===== src/rtl/rne_pkg.sv =====
// ----------------------------------------------------------------------------
// Roman numeral encoder package
// Command and status types between controller and datapath, symbol tables
// and place-value multiples used for digit extraction.
// ----------------------------------------------------------------------------
package rne_pkg;

	localparam int unsigned VALUE_W  = 12;
	localparam int unsigned LETTER_W = 8;
	localparam int unsigned MULT_W   = 14;

	localparam logic [VALUE_W-1:0] MAX_ENCODABLE = 12'd3999;

	localparam logic [3:0] DIG_FOUR = 4'd4;
	localparam logic [3:0] DIG_FIVE = 4'd5;
	localparam logic [3:0] DIG_NINE = 4'd9;

	// Symbols per place: thousands, hundreds, tens, units
	localparam logic [LETTER_W-1:0] ONE_SYM  [0:3] = '{8'h4D, 8'h43, 8'h58, 8'h49};
	localparam logic [LETTER_W-1:0] FIVE_SYM [0:3] = '{8'h00, 8'h44, 8'h4C, 8'h56};
	localparam logic [LETTER_W-1:0] TEN_SYM  [0:3] = '{8'h00, 8'h4D, 8'h43, 8'h58};

	// k * place value, for k = 0..9
	localparam logic [MULT_W-1:0] PLACE_MULT [0:3][0:9] = '{
		'{14'd0, 14'd1000, 14'd2000, 14'd3000, 14'd4000,
		  14'd5000, 14'd6000, 14'd7000, 14'd8000, 14'd9000},
		'{14'd0, 14'd100, 14'd200, 14'd300, 14'd400,
		  14'd500, 14'd600, 14'd700, 14'd800, 14'd900},
		'{14'd0, 14'd10, 14'd20, 14'd30, 14'd40,
		  14'd50, 14'd60, 14'd70, 14'd80, 14'd90},
		'{14'd0, 14'd1, 14'd2, 14'd3, 14'd4,
		  14'd5, 14'd6, 14'd7, 14'd8, 14'd9}
	};

	typedef struct packed {
		logic load;
		logic extract;
		logic emit;
		logic emit_empty;
		logic next_place;
	} rne_cmd_t;

	typedef struct packed {
		logic in_bad;
		logic dig_zero;
		logic step_last;
		logic rem_zero;
	} rne_status_t;

	// Index of the final letter within one digit's run
	function automatic logic [1:0] last_step(input logic [3:0] dig);
		logic [1:0] r;
		if (dig == DIG_NINE || dig == DIG_FOUR) begin
			r = 2'd1;
		end else if (dig >= DIG_FIVE) begin
			r = 2'(dig - DIG_FIVE);
		end else if (dig == 4'd0) begin
			r = 2'd0;
		end else begin
			r = 2'(dig - 4'd1);
		end
		return r;
	endfunction

	function automatic logic [LETTER_W-1:0] letter_at(input logic [1:0] place,
		input logic [3:0] dig, input logic [1:0] step);
		logic [LETTER_W-1:0] s;
		s = ONE_SYM[place];
		if (dig == DIG_NINE) begin
			if (step != 2'd0) s = TEN_SYM[place];
		end else if (dig == DIG_FOUR) begin
			if (step != 2'd0) s = FIVE_SYM[place];
		end else if (dig >= DIG_FIVE && step == 2'd0) begin
			s = FIVE_SYM[place];
		end
		return s;
	endfunction

endpackage


===== src/rtl/rne_datapath.sv =====
// ----------------------------------------------------------------------------
// Roman numeral encoder datapath
// Holds the remainder, place and digit, extracts one decimal digit per
// extract command and loads the output register with one letter per emit.
// ----------------------------------------------------------------------------
module rne_datapath
	import rne_pkg::*;
(
	input  logic                clk,
	input  logic [VALUE_W-1:0]  value,
	input  rne_cmd_t            cmd,
	output rne_status_t         status,
	output logic [LETTER_W-1:0] letter,
	output logic                last_of_run,
	output logic                no_symbols
);

	logic [VALUE_W-1:0]  rem_q;
	logic [1:0]          place_q;
	logic [3:0]          dig_q;
	logic [1:0]          step_q;
	logic [LETTER_W-1:0] letter_q;
	logic                last_q;
	logic                empty_q;

	logic [3:0]          dig_c;
	logic [VALUE_W-1:0]  rem_next;

	// Largest k with k * place <= remainder
	always_comb begin
		dig_c = 4'd0;
		for (int k = 1; k < 10; k++) begin
			if ({2'b00, rem_q} >= PLACE_MULT[place_q][k]) dig_c = 4'(k);
		end
		rem_next = rem_q - PLACE_MULT[place_q][dig_c][VALUE_W-1:0];
	end

	always_comb begin
		status.in_bad    = (value == '0) || (value > MAX_ENCODABLE);
		status.dig_zero  = (dig_c == 4'd0);
		status.step_last = (step_q == last_step(dig_q));
		status.rem_zero  = (rem_q == '0);
	end

	always_ff @(posedge clk) begin
		if (cmd.load) begin
			rem_q   <= value;
			place_q <= 2'd0;
		end
		if (cmd.extract) begin
			rem_q  <= rem_next;
			dig_q  <= dig_c;
			step_q <= 2'd0;
		end
		if (cmd.emit) begin
			letter_q <= letter_at(place_q, dig_q, step_q);
			last_q   <= status.step_last && status.rem_zero;
			empty_q  <= 1'b0;
			step_q   <= step_q + 2'd1;
		end
		if (cmd.emit_empty) begin
			letter_q <= '0;
			last_q   <= 1'b1;
			empty_q  <= 1'b1;
		end
		if (cmd.next_place) begin
			place_q <= place_q + 2'd1;
		end
	end

	assign letter      = letter_q;
	assign last_of_run = last_q;
	assign no_symbols  = empty_q;

endmodule


===== src/rtl/rne_ctrl.sv =====
// ----------------------------------------------------------------------------
// Roman numeral encoder controller
// Sequences load, digit extraction and letter emission, and owns the
// input ready and output valid handshake.
// ----------------------------------------------------------------------------
module rne_ctrl
	import rne_pkg::*;
(
	input  logic        clk,
	input  logic        arst_n,
	input  logic        in_valid,
	output logic        in_ready,
	output logic        out_valid,
	input  logic        out_ready,
	input  rne_status_t status,
	output rne_cmd_t    cmd
);

	localparam logic [1:0] ST_IDLE    = 2'd0;
	localparam logic [1:0] ST_EXTRACT = 2'd1;
	localparam logic [1:0] ST_EMIT    = 2'd2;
	localparam logic [1:0] ST_EMPTY   = 2'd3;

	logic [1:0] state_q;
	logic [1:0] state_next;
	logic       out_valid_q;
	logic       slot_free;

	assign slot_free = !out_valid_q || out_ready;
	assign in_ready  = (state_q == ST_IDLE);
	assign out_valid = out_valid_q;

	always_comb begin
		cmd        = '0;
		state_next = state_q;
		unique case (state_q)
			ST_IDLE: begin
				if (in_valid) begin
					cmd.load   = 1'b1;
					state_next = status.in_bad ? ST_EMPTY : ST_EXTRACT;
				end
			end
			ST_EXTRACT: begin
				cmd.extract = 1'b1;
				// skip a zero digit and move on to the next place
				if (status.dig_zero) begin
					cmd.next_place = 1'b1;
				end else begin
					state_next = ST_EMIT;
				end
			end
			ST_EMIT: begin
				if (slot_free) begin
					cmd.emit = 1'b1;
					if (status.step_last) begin
						if (status.rem_zero) begin
							state_next = ST_IDLE;
						end else begin
							cmd.next_place = 1'b1;
							state_next     = ST_EXTRACT;
						end
					end
				end
			end
			ST_EMPTY: begin
				if (slot_free) begin
					cmd.emit_empty = 1'b1;
					state_next     = ST_IDLE;
				end
			end
			default: state_next = ST_IDLE;
		endcase
	end

	always_ff @(posedge clk or negedge arst_n) begin
		if (!arst_n) begin
			state_q     <= ST_IDLE;
			out_valid_q <= 1'b0;
		end else begin
			state_q <= state_next;
			if (cmd.emit || cmd.emit_empty) begin
				out_valid_q <= 1'b1;
			end else if (out_ready) begin
				out_valid_q <= 1'b0;
			end
		end
	end

	// an output transaction is never overwritten before it is taken
	a_no_overwrite: assert property (@(posedge clk) disable iff (!arst_n)
		(cmd.emit || cmd.emit_empty) |-> (!out_valid_q || out_ready))
		else $error("output register loaded while holding an untaken letter");

	// an unencodable value goes straight to the empty result
	a_bad_to_empty: assert property (@(posedge clk) disable iff (!arst_n)
		(in_valid && in_ready && status.in_bad) |=> (state_q == ST_EMPTY))
		else $error("unencodable value did not produce an empty result");

	// extraction only runs while letters remain to be produced
	a_extract_nonzero: assert property (@(posedge clk) disable iff (!arst_n)
		(state_q == ST_EXTRACT) |-> !status.rem_zero)
		else $error("digit extraction with zero remainder");

	// a zero digit never reaches the emit state
	a_emit_after_digit: assert property (@(posedge clk) disable iff (!arst_n)
		(state_q == ST_EXTRACT && status.dig_zero) |=> (state_q == ST_EXTRACT))
		else $error("zero digit left the extract state");

endmodule


===== src/rtl/roman_numeral_encoder_unit.sv =====
// The first letter follows the input transaction once any leading zero digits
// (at most 3) have been skipped in the extract state.
// A new input is taken only after the last letter of the previous value; the
// output register takes one letter per cycle at most, and waits on out_ready.
// An unencodable value yields one empty result.
// Reset (arst_n low) clears the controller state and output valid at once.
// ----------------------------------------------------------------------------
// Roman numeral encoder unit
// Converts a 12-bit number into its Roman numeral, one ASCII letter per
// output transaction, flagging the last letter and the empty result.
// ----------------------------------------------------------------------------
module roman_numeral_encoder_unit
	import rne_pkg::*;
(
	input  logic                clk,
	input  logic                arst_n,
	input  logic                in_valid,
	output logic                in_ready,
	input  logic [VALUE_W-1:0]  value,
	output logic                out_valid,
	input  logic                out_ready,
	output logic [LETTER_W-1:0] letter,
	output logic                last_of_run,
	output logic                no_symbols
);

	rne_cmd_t    cmd;
	rne_status_t status;

	rne_ctrl u_ctrl (
		.clk       (clk),
		.arst_n    (arst_n),
		.in_valid  (in_valid),
		.in_ready  (in_ready),
		.out_valid (out_valid),
		.out_ready (out_ready),
		.status    (status),
		.cmd       (cmd)
	);

	rne_datapath u_datapath (
		.clk         (clk),
		.value       (value),
		.cmd         (cmd),
		.status      (status),
		.letter      (letter),
		.last_of_run (last_of_run),
		.no_symbols  (no_symbols)
	);

endmodule

===== config.mk =====
export PLATFORM = sky130hd
export DESIGN_NAME = roman_numeral_encoder_unit
export DESIGN_NICKNAME = d
export VERILOG_FILES = /design/src/rtl/rne_pkg.sv /design/src/rtl/rne_datapath.sv /design/src/rtl/rne_ctrl.sv /design/src/rtl/roman_numeral_encoder_unit.sv
export SDC_FILE = /design/constraint.sdc
export NUM_CORES = 1
export LEC_CHECK = 0
export ABC_AREA = 1
export BUFFER_PORTS_ARGS = -buffer_cell sky130_fd_sc_hd__clkbuf_2
export CORE_AREA = 2 2 135 150
export DETAILED_ROUTE_END_ITERATION = 10
export DIE_AREA = 0 0 137 152
export SLEW_MARGIN = 10
export SYNTH_ARGS = -nofsm -noshare
export SYNTH_HDL_FRONTEND = slang
export SYNTH_HIERARCHICAL = 1
export SYNTH_SLANG_ARGS = --single-unit

===== constraint.sdc =====
create_clock -name clk -period 5 [get_ports clk]
set_clock_uncertainty 0.1 [all_clocks]
set_input_delay 0.75 -clock clk [delete_from_list [all_inputs] [get_ports clk]]
set_output_delay 0.75 -clock clk [all_outputs]
set_load 0.01 [all_outputs]

==> impl_metrics.json <==
{
  "grtUsageTotal_pct": 13.7,
  "report.final.slew_viol_count": 0,
  "cts.reportedPaths.clkPinSlew_ns": 0.06,
  "setup_violations": 0,
  "syn-instance-count": 679,
  "ff2ff_path_depth": 30,
  "rr_endpoint": "u_datapath/rem_q[11]$_DFFE_PP_",
  "wire_length_of_the_first_global_routing_pass_um": 23000,
  "edff_count_synth": 20,
  "post-place-cells": 990,
  "synth_sequential_area_ratio_pct": 19.1,
  "finalHoldViolCount": 0,
  "run_status": "completed",
  "fin_util_pct": 30.6,
  "n_fill_cell": 2145,
  "remaining_drc_errors": 0,
  "globalplace.congestion": 1.05,
  "critical_path.most_common_cell": "sky130_fd_sc_hd__nand2_1",
  "via_per_inst": 4.80,
  "detail-route-antenna-nets": 0,
  "placement.cell_area_um2": 5090,
  "final.min_clock_period_ns": 4.85,
  "synth.avg_cell_area_um2": 6.45,
  "worst_path_max_delay_cell": "sky130_fd_sc_hd__edfxtp_1",
  "stdcell_area_um2": 5960,
  "ys_types": 49,
  "class_of_the_worst_hold_path": "in -> async",
  "async_reset_ff_share_pct": 9.68,
  "grt_pass1_vias": 4610,
  "initial_antenna_violation_count": 0,
  "dominantRegCellSynth": "sky130_fd_sc_hd__edfxtp_1",
  "cts_inserted_buffers": 5,
  "floorplan.die.width_um": 137,
  "crit_path_max_incr_delay_ns": 0.41,
  "layout-drive-gt1-share_pct": 28.7,
  "yosys_register_bits": 31,
  "dieArea_um2": 20800,
  "yosys-top-cells-area": "sky130_fd_sc_hd__ha_1 18%, sky130_fd_sc_hd__nand2_1 15%, sky130_fd_sc_hd__edfxtp_1 14%",
  "seq_area_um2": 836,
  "max_cap_viol_count": 0,
  "maximum_number_of_pins_on_one_net_before_global_route_repair": 22,
  "critPathRequiredTime_ns": 4.93,
  "io_buffers": 25,
  "clk_latency_ns": 0.28,
  "ctsLongestPathBuffers": 2,
  "area.growth.synth_to_final_pct": 36.0,
  "worst_ep_arrival_time_ns": 4.78,
  "crit_type": "reg -> reg",
  "root_buffer": "sky130_fd_sc_hd__clkbuf_16",
  "setup_repair_after_global_routing_missed_its_margin": "yes",
  "post-synth-top-area-fraction_pct": 18.3,
  "endpoint_kind": "register",
  "drt_iter0_markers": 252,
  "drt-wirelength-per-cell_um": 14.6,
  "grt_remaining_overflow": 0,
  "cts.sink_count": 31,
  "max_freq_mhz": 206,
  "tightest_slew_ns": 0.672,
  "start_util_pct": 22.5,
  "r2r_slack_ns": 0.15,
  "dieHeight_um": 152,
  "htree_levels": 2,
  "boundaryPins": 28,
  "critical_path_peak_fanout": 6,
  "setup-tns-final_ns": 0,
  "syn_area_um2": 4380,
  "detailed_place_hpwl_um": 11300,
  "num_rows": 54,
  "tritoncts_clock_tree": "yes",
  "vias": 4902,
  "min_period_over_period_pct": 97.0,
  "timing.critical_path.from_type": "register",
  "multi_input_area_um2": 3620,
  "cts-hold-fix-buffers": 0,
  "number_of_nets_in_the_finished_design": 849,
  "antenna_cells": 0,
  "core_region_area_um2": 19500,
  "slew_headroom_pct": 55.0,
  "synth-warning-count": 6,
  "crit-reg2reg-launch": "u_datapath/place_q[1]$_SDFFCE_PN0P_",
  "totalWireLength_um": 14900,
  "fin_cells": 1021,
  "netlist.top_cell.by_area": "sky130_fd_sc_hd__ha_1",
  "drtPass1Iterations": 4
}
[worst max-delay path: cells and delay by family, from the launching register on]
kind	cells	cell delay (ns)
fa+ha+maj	3	0.97
simple gates	14	1.31
xor+xnor	1	0.14
flops	1	0.41
buf+inv	4	0.49
compound gates	8	1.18
[cell usage in the layout (no fill, tap or decap), drive strengths merged, types with 2 or more instances in the layout]
cell,Yosys,final
ha,64,64
nor2,66,66
clkinvlp,0,2
nor4,9,9
o31ai,3,3
xnor2,3,3
clkbuf,4,32
edfxtp,20,20
inv,98,96
nand3,39,39
nand2,187,188
buf,6,65
dfrtp,3,3
nor3,21,21
a21oi,46,46
a31oi,5,5
nand3b,3,3
a22oi,2,2
clkinv,1,2
dfxtp,8,8
xor2,7,7
o211ai,6,6
o21ai,51,51
nand4,12,12
conb,1,2
o21bai,3,3
[layer usage]
layer / wire length, um / global-route usage [%]
met5: 0 / 0
met4: 445 / 4.42
met3: 585 / 1.94
met2: 7140 / 23.5
met1: 6770 / 17.5
[state kept, by name (all words and copies together) (netlist names)]
signal / count
u_datapath/letter: 6
u_datapath/no_symbols: 1
u_ctrl/out_valid: 1
u_datapath/step_q: 2
u_datapath/rem_q: 12
u_datapath/place_q: 2
u_datapath/dig_q: 4
u_datapath/last_of_run: 1
u_ctrl/state_q: 2
[layout make-up]
type                            instances  share of cell area (%)
Clock inverter                          1                  0.0840
Clock buffer                            7                    2.39
Timing Repair Buffer                   90                    11.0
Multi-Input combinational cell        541                    60.7
Inverter                               99                    6.53
Tap cell                              252                    5.29
Sequential cell                        31                    14.0
[cells by family after synthesis]
family | Yosys count | share of synthesized area (%)
AOI/OAI and AO/OA | 123 | 15.8
xor gates and xnor gates | 10 | 2.17
adders and majority gates | 65 | 18.7
buffers and inverters | 109 | 9.88
DFF | 31 | 19.1
other | 1 | 0.0856
and+or+nand+nor | 340 | 34.2
[cells in the mapped netlist, types with 4 or more instances]
library cell,count
sky130_fd_sc_hd__o21ai_0,42
sky130_fd_sc_hd__a21oi_1,45
sky130_fd_sc_hd__nand3_1,38
sky130_fd_sc_hd__nand2_1,177
sky130_fd_sc_hd__nand2_2,7
sky130_fd_sc_hd__a31oi_1,5
sky130_fd_sc_hd__nor3_1,20
sky130_fd_sc_hd__clkbuf_1,4
sky130_fd_sc_hd__o21ai_1,9
sky130_fd_sc_hd__inv_1,87
sky130_fd_sc_hd__nand4_1,12
sky130_fd_sc_hd__inv_2,11
sky130_fd_sc_hd__xor2_1,6
sky130_fd_sc_hd__o211ai_1,6
sky130_fd_sc_hd__nor4_1,9
sky130_fd_sc_hd__ha_1,64
sky130_fd_sc_hd__buf_4,4
sky130_fd_sc_hd__edfxtp_1,20
sky130_fd_sc_hd__nor2_1,61
sky130_fd_sc_hd__dfxtp_1,8
[how the worst max path moves through the flow]
| stage | startpoint | end | depth (start not counted) |
|---|---|---|---|
| after floorplan | u_datapath/place_q[1]$_SDFFCE_PN0P_ | u_datapath/rem_q[11]$_DFFE_PP_ | 39 |
| after global placement | u_datapath/place_q[1]$_SDFFCE_PN0P_ | u_datapath/rem_q[11]$_DFFE_PP_ | 37 |
| after detailed placement | u_datapath/place_q[1]$_SDFFCE_PN0P_ | u_datapath/rem_q[11]$_DFFE_PP_ | 37 |
| after CTS | u_datapath/place_q[1]$_SDFFCE_PN0P_ | u_datapath/rem_q[11]$_DFFE_PP_ | 35 |
| after global routing | u_datapath/place_q[1]$_SDFFCE_PN0P_ | u_datapath/rem_q[11]$_DFFE_PP_ | 32 |
| final | u_datapath/place_q[1]$_SDFFCE_PN0P_ | u_datapath/rem_q[11]$_DFFE_PP_ | 30 |
[what timing repair did]
item	CTS	global route
endpoints found under the setup margin	2	6
cloned	0	1
pin swaps	0	55
setup buffers	0	22
gates resized for setup	2	120
[through the flow]
| step | worst slack, ns | hold WS, ns |
|---|---|---|
| final | 0.151 | 0.149 |
| after global routing | -0.191 | 0.150 |
| after CTS | 0.0213 | 0.152 |
| after detailed placement | -0.0122 | 0.348 |
| after global placement | 0.0498 | 0.330 |
| after floorplan | 0.0144 | 0.354 |
Power is not shown: default switching activity piles up to over one toggle a cycle in this logic, so the estimate is an artifact.
